--- src/hw/rtl/pcd_pkg.sv ---
// Shared constants and controller/datapath handshake types for the prime counter.
`timescale 1ns / 1ps

package pcd_pkg;

  // Default field widths
  localparam int unsigned VALUE_BITS = 16;
  localparam int unsigned COUNT_BITS = 16;

  // Commands from the controller to the datapath
  typedef struct packed {
    logic load;       // capture a new item and seed the divisor
    logic div_start;  // clear the remainder and point at the top dividend bit
    logic div_step;   // one restoring remainder step
    logic next_d;     // advance the divisor and its square
    logic publish;    // load the result register and update the count
    logic prime;      // verdict that goes with publish
  } pcd_cmd_t;

  // Status from the datapath to the controller
  typedef struct packed {
    logic le_one;     // value is 1 or less
    logic sq_over;    // divisor squared exceeds the value
    logic div_last;   // remainder step on the lowest dividend bit
    logic rem_zero;   // divisor divides the value
  } pcd_status_t;

endpackage

--- src/hw/rtl/pcd_if.sv ---
// Item and result channel interfaces for the prime counter.
`timescale 1ns / 1ps

interface pcd_item_if #(
  parameter int unsigned VALUE_BITS = pcd_pkg::VALUE_BITS
);
  logic                         valid;
  logic                         ready;
  logic signed [VALUE_BITS-1:0] value;
  logic                         last;

  modport source (output valid, output value, output last, input ready);
  modport sink   (input valid, input value, input last, output ready);
endinterface

interface pcd_result_if #(
  parameter int unsigned COUNT_BITS = pcd_pkg::COUNT_BITS
);
  logic                  valid;
  logic                  ready;
  logic                  is_prime;
  logic [COUNT_BITS-1:0] prime_count;
  logic                  run_end;

  modport source (output valid, output is_prime, output prime_count, output run_end,
                  input ready);
  modport sink   (input valid, input is_prime, input prime_count, input run_end,
                  output ready);
endinterface

--- src/hw/rtl/pcd_ctrl.sv ---
// Controller state machine: sequences trial division and result hand-off.
`timescale 1ns / 1ps

module pcd_ctrl (
  input  logic                clk_i,
  input  logic                rst_ni,
  input  logic                in_valid_i,
  output logic                in_ready_o,
  output logic                out_valid_o,
  input  logic                out_ready_i,
  input  pcd_pkg::pcd_status_t sts_i,
  output pcd_pkg::pcd_cmd_t    cmd_o
);
  import pcd_pkg::*;

  typedef enum logic [2:0] {
    ST_IDLE,
    ST_CHECK,
    ST_DIV,
    ST_EVAL,
    ST_FINISH
  } state_e;

  state_e state_q;
  logic   verdict_q;
  logic   out_valid_q;

  assign in_ready_o  = (state_q == ST_IDLE);
  assign out_valid_o = out_valid_q;

  // Decode commands from the current state
  always_comb begin
    cmd_o = '0;
    cmd_o.prime = verdict_q;
    unique case (state_q)
      ST_IDLE:   cmd_o.load = in_valid_i;
      ST_CHECK:  cmd_o.div_start = !sts_i.le_one && !sts_i.sq_over;
      ST_DIV:    cmd_o.div_step = 1'b1;
      ST_EVAL:   cmd_o.next_d = !sts_i.rem_zero;
      ST_FINISH: cmd_o.publish = !out_valid_q || out_ready_i;
      default:   cmd_o = '0;
    endcase
  end

  // Hold state, verdict and output valid
  always_ff @(posedge clk_i or negedge rst_ni) begin
    if (!rst_ni) begin
      state_q     <= ST_IDLE;
      verdict_q   <= 1'b0;
      out_valid_q <= 1'b0;
    end else begin
      if (cmd_o.publish) begin
        out_valid_q <= 1'b1;
      end else if (out_ready_i) begin
        out_valid_q <= 1'b0;
      end
      unique case (state_q)
        ST_IDLE: begin
          if (in_valid_i) state_q <= ST_CHECK;
        end
        ST_CHECK: begin
          priority if (sts_i.le_one) begin
            verdict_q <= 1'b0;
            state_q   <= ST_FINISH;
          end else if (sts_i.sq_over) begin
            verdict_q <= 1'b1;
            state_q   <= ST_FINISH;
          end else begin
            state_q <= ST_DIV;
          end
        end
        ST_DIV: begin
          if (sts_i.div_last) state_q <= ST_EVAL;
        end
        ST_EVAL: begin
          if (sts_i.rem_zero) begin
            verdict_q <= 1'b0;
            state_q   <= ST_FINISH;
          end else begin
            state_q <= ST_CHECK;
          end
        end
        ST_FINISH: begin
          if (cmd_o.publish) state_q <= ST_IDLE;
        end
        default: state_q <= ST_IDLE;
      endcase
    end
  end

endmodule

--- src/hw/rtl/pcd_datapath.sv ---
// Datapath: divisor, square tracker, bit-serial remainder unit, run counter, result register.
`timescale 1ns / 1ps

module pcd_datapath #(
  parameter int unsigned VALUE_BITS = pcd_pkg::VALUE_BITS,
  parameter int unsigned COUNT_BITS = pcd_pkg::COUNT_BITS
) (
  input  logic                         clk_i,
  input  logic                         rst_ni,
  input  pcd_pkg::pcd_cmd_t            cmd_i,
  output pcd_pkg::pcd_status_t         sts_o,
  input  logic signed [VALUE_BITS-1:0] value_i,
  input  logic                         last_i,
  output logic                         is_prime_o,
  output logic [COUNT_BITS-1:0]        prime_count_o,
  output logic                         run_end_o
);
  import pcd_pkg::*;

  localparam int unsigned BitW = $clog2(VALUE_BITS);
  localparam logic [BitW-1:0]         TopBit  = BitW'(VALUE_BITS - 1);
  localparam logic [VALUE_BITS-2:0]   TwoLow  = (VALUE_BITS - 1)'(2);
  localparam logic [VALUE_BITS-1:0]   FirstD  = VALUE_BITS'(2);
  localparam logic [VALUE_BITS:0]     FirstSq = (VALUE_BITS + 1)'(4);

  logic [VALUE_BITS-1:0] n_q;
  logic                  last_q;
  logic                  small_q;
  logic [VALUE_BITS-1:0] d_q;
  logic [VALUE_BITS:0]   sq_q;
  logic [VALUE_BITS-1:0] rem_q;
  logic [BitW-1:0]       bit_q;
  logic [COUNT_BITS-1:0] count_q;
  logic                  is_prime_q;
  logic [COUNT_BITS-1:0] prime_count_q;
  logic                  run_end_q;

  logic                  small_in;
  logic [VALUE_BITS:0]   rem_shift;
  logic [VALUE_BITS:0]   rem_trial;
  logic [VALUE_BITS-1:0] rem_d;
  logic [COUNT_BITS-1:0] count_inc;

  // Values of 1 or less: negative, or a low part below two
  assign small_in = value_i[VALUE_BITS-1] || (value_i[VALUE_BITS-2:0] < TwoLow);

  // One restoring remainder step: shift in the next dividend bit, subtract if it fits
  always_comb begin
    rem_shift = {rem_q, n_q[bit_q]};
    rem_trial = rem_shift - {1'b0, d_q};
    if (rem_shift >= {1'b0, d_q}) begin
      rem_d = rem_trial[VALUE_BITS-1:0];
    end else begin
      rem_d = rem_shift[VALUE_BITS-1:0];
    end
  end

  // Saturating increment on a prime
  assign count_inc = count_q + COUNT_BITS'(cmd_i.prime && (count_q != '1));

  assign sts_o.le_one   = small_q;
  assign sts_o.sq_over  = (sq_q > {1'b0, n_q});
  assign sts_o.div_last = (bit_q == '0);
  assign sts_o.rem_zero = (rem_q == '0);

  assign is_prime_o    = is_prime_q;
  assign prime_count_o = prime_count_q;
  assign run_end_o     = run_end_q;

  // Run counter: bump on a published prime, clear after the last item
  always_ff @(posedge clk_i or negedge rst_ni) begin
    if (!rst_ni) begin
      count_q <= '0;
    end else if (cmd_i.publish) begin
      count_q <= last_q ? '0 : count_inc;
    end
  end

  // Working registers and result register
  always_ff @(posedge clk_i) begin
    if (cmd_i.load) begin
      n_q     <= value_i;
      last_q  <= last_i;
      small_q <= small_in;
      d_q     <= FirstD;
      sq_q    <= FirstSq;
    end
    if (cmd_i.div_start) begin
      rem_q <= '0;
      bit_q <= TopBit;
    end
    if (cmd_i.div_step) begin
      rem_q <= rem_d;
      bit_q <= bit_q - 1'b1;
    end
    if (cmd_i.next_d) begin
      // (d+1)^2 = d^2 + 2d + 1
      sq_q <= sq_q + {d_q, 1'b1};
      d_q  <= d_q + 1'b1;
    end
    if (cmd_i.publish) begin
      is_prime_q    <= cmd_i.prime;
      prime_count_q <= count_inc;
      run_end_q     <= last_q;
    end
  end

endmodule

--- src/hw/rtl/prime_count_trial_division_unit.sv ---
// Trial-division prime counter: top level joining controller and datapath.
// Usage:
//   item_i carries one signed value and a last mark per item; result_o returns one
//   item per input with the prime flag, the running prime count of the run
//   (saturating) and an echo of last. Both channels move an item when valid and
//   ready are high at a rising clock edge.
// Flow: one item at a time. A value of 1 or less goes from accept through the
//   check straight to the result. Otherwise each tested divisor d takes a compare,
//   a bit-serial remainder over every dividend bit and an evaluate, divisors
//   running from 2 while d*d <= value; a prime n tests every d up to sqrt(n).
//   The single shared remainder unit sets the pace.
// Throughput: the next item is accepted as soon as the previous result sits in
//   the output register; it need not have been taken yet.
// Reset (rst_ni low, asynchronous): the run count clears, no result is valid and
//   the block waits for an item.
// Stall: a result held by a low result_o.ready stays put; a finished verdict waits
//   in the controller until the output register frees, holding item_i.ready low.
`timescale 1ns / 1ps

module prime_count_trial_division_unit #(
  parameter int unsigned VALUE_BITS = pcd_pkg::VALUE_BITS,
  parameter int unsigned COUNT_BITS = pcd_pkg::COUNT_BITS
) (
  input  logic        clk_i,
  input  logic        rst_ni,
  pcd_item_if.sink    item_i,
  pcd_result_if.source result_o
);
  import pcd_pkg::*;

  pcd_cmd_t    cmd;
  pcd_status_t sts;

  pcd_ctrl u_ctrl (
    .clk_i       (clk_i),
    .rst_ni      (rst_ni),
    .in_valid_i  (item_i.valid),
    .in_ready_o  (item_i.ready),
    .out_valid_o (result_o.valid),
    .out_ready_i (result_o.ready),
    .sts_i       (sts),
    .cmd_o       (cmd)
  );

  pcd_datapath #(
    .VALUE_BITS (VALUE_BITS),
    .COUNT_BITS (COUNT_BITS)
  ) u_datapath (
    .clk_i         (clk_i),
    .rst_ni        (rst_ni),
    .cmd_i         (cmd),
    .sts_o         (sts),
    .value_i       (item_i.value),
    .last_i        (item_i.last),
    .is_prime_o    (result_o.is_prime),
    .prime_count_o (result_o.prime_count),
    .run_end_o     (result_o.run_end)
  );

endmodule

--- src/flat_wrapper.sv ---
// flat-port wrapper written by rule: the top's interface ports become plain ports
module prime_count_trial_division_unit_flat import pcd_pkg::*;
#(
  parameter int unsigned VALUE_BITS = pcd_pkg::VALUE_BITS,
  parameter int unsigned COUNT_BITS = pcd_pkg::COUNT_BITS
)
  (clk_i, rst_ni, item_i_valid, item_i_value, item_i_last, item_i_ready, result_o_valid, result_o_is_prime, result_o_prime_count, result_o_run_end, result_o_ready);
  pcd_item_if #(.VALUE_BITS(VALUE_BITS)) item_i_i ();
  pcd_result_if #(.COUNT_BITS(COUNT_BITS)) result_o_i ();
  input  logic clk_i;
  input  logic rst_ni;
  input wire logic [$bits(item_i_i.valid)-1:0] item_i_valid;
  input wire logic [$bits(item_i_i.value)-1:0] item_i_value;
  input wire logic [$bits(item_i_i.last)-1:0] item_i_last;
  output wire logic [$bits(item_i_i.ready)-1:0] item_i_ready;
  output wire logic [$bits(result_o_i.valid)-1:0] result_o_valid;
  output wire logic [$bits(result_o_i.is_prime)-1:0] result_o_is_prime;
  output wire logic [$bits(result_o_i.prime_count)-1:0] result_o_prime_count;
  output wire logic [$bits(result_o_i.run_end)-1:0] result_o_run_end;
  input wire logic [$bits(result_o_i.ready)-1:0] result_o_ready;
  assign item_i_i.valid = item_i_valid;
  assign item_i_i.value = item_i_value;
  assign item_i_i.last = item_i_last;
  assign item_i_ready = item_i_i.ready;
  assign result_o_valid = result_o_i.valid;
  assign result_o_is_prime = result_o_i.is_prime;
  assign result_o_prime_count = result_o_i.prime_count;
  assign result_o_run_end = result_o_i.run_end;
  assign result_o_i.ready = result_o_ready;
  prime_count_trial_division_unit #(.VALUE_BITS(VALUE_BITS), .COUNT_BITS(COUNT_BITS)) u_core (.clk_i(clk_i), .rst_ni(rst_ni), .item_i(item_i_i), .result_o(result_o_i));
endmodule
--- config.mk ---
export PLATFORM = sky130hd
export DESIGN_NAME = prime_count_trial_division_unit_flat
export DESIGN_NICKNAME = d
export VERILOG_FILES = /design/src/hw/rtl/pcd_pkg.sv /design/src/hw/rtl/pcd_if.sv /design/src/hw/rtl/pcd_ctrl.sv /design/src/hw/rtl/pcd_datapath.sv /design/src/hw/rtl/prime_count_trial_division_unit.sv /design/src/flat_wrapper.sv
export SDC_FILE = /design/constraint.sdc
export NUM_CORES = 1
export LEC_CHECK = 0
export BUFFER_PORTS_ARGS = -buffer_cell sky130_fd_sc_hd__buf_4
export CAP_MARGIN = 10
export CORE_AREA = 10 10 107 157
export DETAILED_ROUTE_END_ITERATION = 8
export DIE_AREA = 0 0 117 167
export PLACE_DENSITY = 0.67
export SETUP_SLACK_MARGIN = 0.2
export SYNTH_ARGS = -nofsm -noshare
export SYNTH_HDL_FRONTEND = slang
export SYNTH_HIERARCHICAL = 1
export SYNTH_SLANG_ARGS = --single-unit
--- constraint.sdc ---
create_clock -name clk_i -period 8.35 [get_ports clk_i]
set_input_delay 2.0875 -clock clk_i [delete_from_list [all_inputs] [get_ports clk_i]]
set_output_delay 2.0875 -clock clk_i [all_outputs]
set_load 0.02 [all_outputs]
After elaboration in Yosys (flattened, before gate mapping)
Cells that the tools add are included.
{"block": "word_totals", "ff_bits": 110, "latch_bits": 0, "ram_bits": 0, "mem_bits_ro": 0, "output_inout_bits": 20, "n_memories": 0}
{"block": "op_classes", "addsub": 5, "multipliers": 0, "div_mod_pow": 0, "order_cmp": 4, "eq_ne": 10, "shifts": 0, "n_mux": 31, "n_bitwise": 0, "n_reduce_logical": 18}
{"cell": "2-to-1 mux 16 bit", "count": 6}
{"cell": "2-to-1 mux 17 bit", "count": 2}
{"cell": "2-to-1 mux 3 bit", "count": 6}
{"cell": "adder 17 bit", "count": 1}
{"cell": ">= comparator 17 x 16 -> 1 bit", "count": 1}
{"cell": "greater-than comparator 17 x 16 -> 1 bit", "count": 1}
{"cell": "adder 16 x 1 -> 16 bit", "count": 1}
{"cell": "adder 16 x 1 -> 16 bit (second input constant)", "count": 1}
{"cell": "logical NOT 16 bit", "count": 1}
{"cell": "!= test 16 bit (second input constant)", "count": 1}
{"cell": "subtractor 16 bit", "count": 1}
{"cell": "less-than comparator 15 x 2 -> 1 bit (second input constant)", "count": 1}
{"cell": "one-hot mux 3 bit (5 select lines)", "count": 1}
{"cell": "2-to-1 mux 1 bit", "count": 12}
{"cell": "2-to-1 mux 4 bit", "count": 2}
{"cell": "nonzero test 2 bit", "count": 4}
{"cell": "== test 3 x 2 -> 1 bit (second input constant)", "count": 2}
{"cell": "AND reduction 3 bit", "count": 2}
{"cell": "less-than comparator 4 x 5 -> 1 bit (second input constant)", "count": 1}
{"cell": "OR reduction 5 bit", "count": 1}
{"cell": "binary-select mux 1 bit (select 4 bit)", "count": 1}
{"cell": "logical NOT 1 bit", "count": 4}
{"cell": "logical NOT 4 bit", "count": 1}
{"cell": "!= test 2 x 1 -> 1 bit (second input constant)", "count": 2}
{"cell": "9 further kinds", "count": 12}

Longest topological paths before layout
{"block": "logic_depth", "ltp_word": 6, "depth_mapped": 14, "mapped_depth_nobuf": 13}

Modules after synthesis
The synthesis kept the hierarchy.
{"module": "pcd_datapath", "instances": 1, "cells_per_inst": 606, "area_per_inst_um2": 6576.3, "seq_area_each_um2": 3072.9}
{"module": "pcd_ctrl", "instances": 1, "cells_per_inst": 33, "area_per_inst_um2": 306.5, "seq_area_each_um2": 125.1}

Least setup slack after synthesis
Ideal clock, no wire load.
{"block": "synth_path", "kind": "flip-flop to flip-flop", "from": "register u_core.u_datapath.bit_q[0]", "to": "register u_core.u_datapath.rem_q[14] (data pin)", "t_arrival_ns": 3.593, "t_required_ns": 8.093, "path_slack_ns": 4.500, "path_stages_with_launch": 15, "n_path_buf": 1, "cell_sequence": "edfxtp_1 clkbuf_1 mux4_2 mux4_2 inv_1 ha_1 inv_1 fa_1 a21o_1 a221oi_2 o21ai_2 o22a_1 or4_1 nand4_1 o21ai_1"}
{"block": "synth_between", "elab_chain_len": 5, "word_cells_on_any_way": 6, "classes_between": "add/sub (1); order compare (1); mux (4)"}
{"item": "start: declaration", "line": "pcd_datapath.sv:32", "source": "logic [BitW-1:0] bit_q;"}
{"item": "start signal: assignment", "line": "pcd_datapath.sv:90", "source": "bit_q <= TopBit;"}
{"item": "start signal: assignment", "line": "pcd_datapath.sv:94", "source": "bit_q <= bit_q - 1'b1;"}
{"item": "binary-select mux 1 bit (select 4 bit) (*)", "line": "pcd_datapath.sv:49", "source": "rem_shift = {rem_q, n_q[bit_q]};"}
{"item": "2-to-1 mux 1 bit (implied by the code) (*)", "line": "pcd_datapath.sv:49"}
{"item": "subtractor 16 bit or >= comparator 17 x 16 -> 1 bit (tied branches)", "line": "pcd_datapath.sv:50, pcd_datapath.sv:51"}
{"item": "2-to-1 mux 16 bit (*)", "line": "pcd_datapath.sv:51", "source": "if (rem_shift >= {1'b0, d_q}) begin"}
{"item": "2-to-1 mux 16 bit (*)", "line": "pcd_datapath.sv:92", "source": "if (cmd_i.div_step) begin"}
{"item": "end signal: assignment", "line": "pcd_datapath.sv:93", "source": "rem_q <= rem_d;"}
{"item": "end: declaration", "line": "pcd_datapath.sv:31", "source": "logic [VALUE_BITS-1:0] rem_q;"}
Mark *: on every way between the ends. The rest lies on a longest branch, timed or not. The select of a mux whose other input is x is not followed.
A chain may end at the register's enable or synchronous reset.

Final worst setup path
Ends and elaborated chain as after synthesis.

==> summary.md <==
| Metric | Value |
|---|---|
| Max-capacitance violation count | 0 |
| Clock transition at the registers of the reported paths | 0.08 ns |
| Initial antenna violation count | 0 |
| Psw | 0.001064 W |
| Hold_sp | u_core/u_ctrl/verdict_q |
| Period minus WS final | 4.045 ns |
| Peak Freq | 0.2472 GHz |
| CTS Buf Count | 9 |
| Combinational share of power | 48.0% |
| FF-to-FF setup slack | 4.30 ns |
| Worst relative slew slack | 42.28% |
| Most frequent cells in the layout | edfxtp_1 (89), inv_1 (52), ha_1 (51), buf_4 (42), nor2_1 (36) |
| Register area share after synthesis | 46.46% |
| RSZ-0062 raised after global routing | false |
| Yosys cell types | 69 |
| Largest net degree at the start of global routing | 38 |
| Setup repair bufs after CTS | 0 |
| Avg Synthesized Cell Area | 10.77 sq um |
| Site Rows | 53 |
| WHS Endpoint | u_core/u_ctrl/verdict_q |
| Flop pwr share | 36.0% |
| Fin crit share | 48.44% |
| Remaining DRCs | 0 |
| Starting density of the core | 49.42% |
| Slowest cell on crit path | edfxtp_1 |
| 1st-pass router iterations | 4 |
| Post-synth EDFFs | 89 |
| Worst EP required | 8.43 ns |
| Commonest non-fill, non-tap cell in the layout | edfxtp_1 |
| CP cell instances | mux4_2 -> mux4_2 -> inv_1 -> ha_1 -> inv_1 -> fa_1 -> a21o_1 -> a221oi_2 -> o21ai_2 -> o22a_1 -> or4_1 -> nand4_1 -> o21ai_1 |
| Port bufs | 40 |
| Worst Path Max Fanout | 7 |
| Sw Share | 40.99% |
| FF-to-FF End | u_core/u_datapath/rem_q[14] |
| Core area | 13,930 sq um |
| Total track usage | 15.98% |
| Crit start category | flop |
| Critical path endpoint category | flop |
| Layout cells sized above 1 | 11.89% |
| Clock network power share | 16.0% |
| Pleak | 3.185 nW |
| Total Power | 0.002596 W |
| Ys async rst share | 19.09% |
| Hold path depth | 1 |
| TNS Setup | 0 ns |
| Worst reg2reg startpoint | u_core/u_datapath/bit_q[0] |
| Clk Latency, worst-skew pair | 0.35 ns |
| CTS Hold Bufs | 0 |
| Pins Over Slew Limit | 0 |
| Routability cong. | 0.8703 |
| Worst R2R Path Depth | 13 |
| CTS tree | yes |
| Hold slack | 0.4778 ns |
| Avg WL per Cell | 17.60 um |
| Post-place instance area | 7323 sq um |
| Largest stage delay on the critical path | 0.53 ns |
| Antenna diodes | 0 |
| First-pass GRT wire length | 24.91 mm |
| Syn Nets | 713 |
| Final ANT Viol Nets | 0 |
| DPL Wire Length | 11.45 mm |
| Finished Cell Area | 7607 sq um |
| Die area | 19,540 sq um |
| Critical path buffers and inverters | 2 |
| Via density per instance | 5.747 |
| Yosys warnings | 6 |
| Die height | 167 um |
| Dominant synthesized flop cell | edfxtp_1 |
| DR iter-0 viols | 253 |
| Cell Int Power | 0.001532 W |
| Layout Nets | 750 |
| Max Buffers Root-to-Sink | 2 |
| VDD IR max | 0.1848 mV |
| H-Tree Depth | 3 |
| CTS Root Cell | clkbuf_16 |
| Final hold vios | 0 |
| Beginning of the critical path | u_core/u_datapath/bit_q[0] |
| Post-Syn Area | 6883 sq um |
| Synth Register Bits | 110 |
| Slew @ Worst Pin | 0.8621 ns |
| Grt total ovfl | 0 |
| I/O Pins | 41 |
| Arr. time, crit path | 4.12 ns |
| Total number of vias | 4,862 |
| Setup CP Type | flop to flop |
| Die Width | 117 um |
| Setup Viol. Count Final | 0 |
| Total wire length | 14.89 mm |
| Synthesis-to-finish area growth | 10.53% |
| Post-cts sizing count | 0 |
| Pwr dens | 341.3 nW/um^2 |
| Top Family by Delay on Critical Path | multiplexers |
| Clk sinks | 110 |
| Status | completed |
| Mapped Cells | 639 |
| Hold Path Class | flop to flop |
| Clock Skews | 0.01129 ns |
| Vias in the first global route | 5,078 |
-- power groups by stage --
stage          Clock, W  Sequential [W]  Combinational [W]
2_1_floorplan         0        0.000902           0.000974
3_3_place_gp          0        0.000941            0.00119
3_5_place_dp          0        0.000947            0.00124
4_1_cts        0.000428        0.000935            0.00125
5_1_grt        0.000449        0.000956            0.00140
6_report       0.000415        0.000936            0.00125
-- metrics by stage --
step           worst slack [ns]  util, %  std cells
2_1_floorplan             4.500        -        639
3_3_place_gp              4.361    52.59        830
3_5_place_dp              4.306    52.59        830
4_1_cts                   4.295    54.63        846
5_1_grt                   4.060    54.63        846
6_report                  4.305    54.63        846
-- worst max-delay path by stage --
stage	end	slack (ns)	cells after the start
final	u_core/u_datapath/rem_q[14]	4.30	13
after global routing	u_core/u_datapath/rem_q[14]	4.06	13
after CTS	u_core/u_datapath/rem_q[14]	4.29	13
after detailed placement	u_core/u_datapath/rem_q[14]	4.31	13
after global placement	u_core/u_datapath/rem_q[14]	4.36	13
after floorplan	u_core/u_datapath/rem_q[14]	4.50	14
-- layout make-up --
cell class	count	area, sq um
sequential	110	3198
multi-input combinational	461	3408
inverter	52	195.2
timing repair buffer	42	315.3
tap	165	206.4
clock inverter	6	55.05
fill	1238	6319
clock buffer	10	229.0
-- state kept, by name (all words and copies together), names as in the netlist --
| register | flops |
|---|---|
| u_core/u_ctrl/state_q | 3 |
| u_core/u_datapath/n_q | 16 |
| u_core/u_datapath/run_end_o | 1 |
| u_core/u_datapath/d_q | 16 |
| u_core/u_datapath/rem_q | 16 |
| u_core/u_datapath/sq_q | 17 |
| u_core/u_ctrl/out_valid_o | 1 |
| u_core/u_datapath/bit_q | 4 |
| u_core/u_datapath/count_q | 16 |
| u_core/u_ctrl/verdict_q | 1 |
| u_core/u_datapath/last_q | 1 |
| u_core/u_datapath/small_q | 1 |
| u_core/u_datapath/prime_count_o | 16 |
| u_core/u_datapath/is_prime_o | 1 |
-- layer usage --
metal	up-vias	wire length, um	track usage (%)
li1	2412	-	-
met1	2357	5862	17.28
met2	69	8276	29.57
met3	24	346	1.798
met4	0	406	7.335
met5	-	0	0
-- cell usage after synthesis (all sizes together) (2+ instances only) --
cell      n  area share (%)
nor2     36             2.0
inv      52             2.8
nor4     11             1.0
a22o      6            0.76
fa        2            0.58
a211oi    6            0.73
o211a     2            0.29
a31oi     2            0.18
o21bai    2            0.22
a21o     17             1.9
or2       2            0.18
nor3     14             1.2
o21ai    36             2.7
nand2b   13             1.3
o21a      5            0.55
nand3b    4            0.44
buf       5            0.56
mux2i    12             1.7
or3       3            0.27
o22ai     3            0.27
xnor2    33             4.2
a21boi    2            0.22
a2111oi   4            0.69
nor3b     6            0.65
clkbuf   11            0.76
nand4     9            0.82
nand3    16             1.2
mux4      5             1.6
a21oi    31             2.4
ha       51             9.3
xor2     19             2.4
and2     28             2.5
nand2    35             1.9
o31ai     3            0.33
dfrtp    21             7.6
nor2b    12             1.1
and3     13             1.2
edfxtp   89              39
-- cell families after synthesis --
logic type / count (synthesis) / synth area share, %
adders and majority gates: 53 / 9.853
muxes: 18 / 3.545
xor gates and xnor gates: 52 / 6.617
DFF: 110 / 46.46
and+or+nand+nor: 207 / 16.31
buffers and inverters: 68 / 4.163
AOI/OAI and AO/OA: 131 / 13.05
No activity file was read; power rests on OpenSTA's default activity.
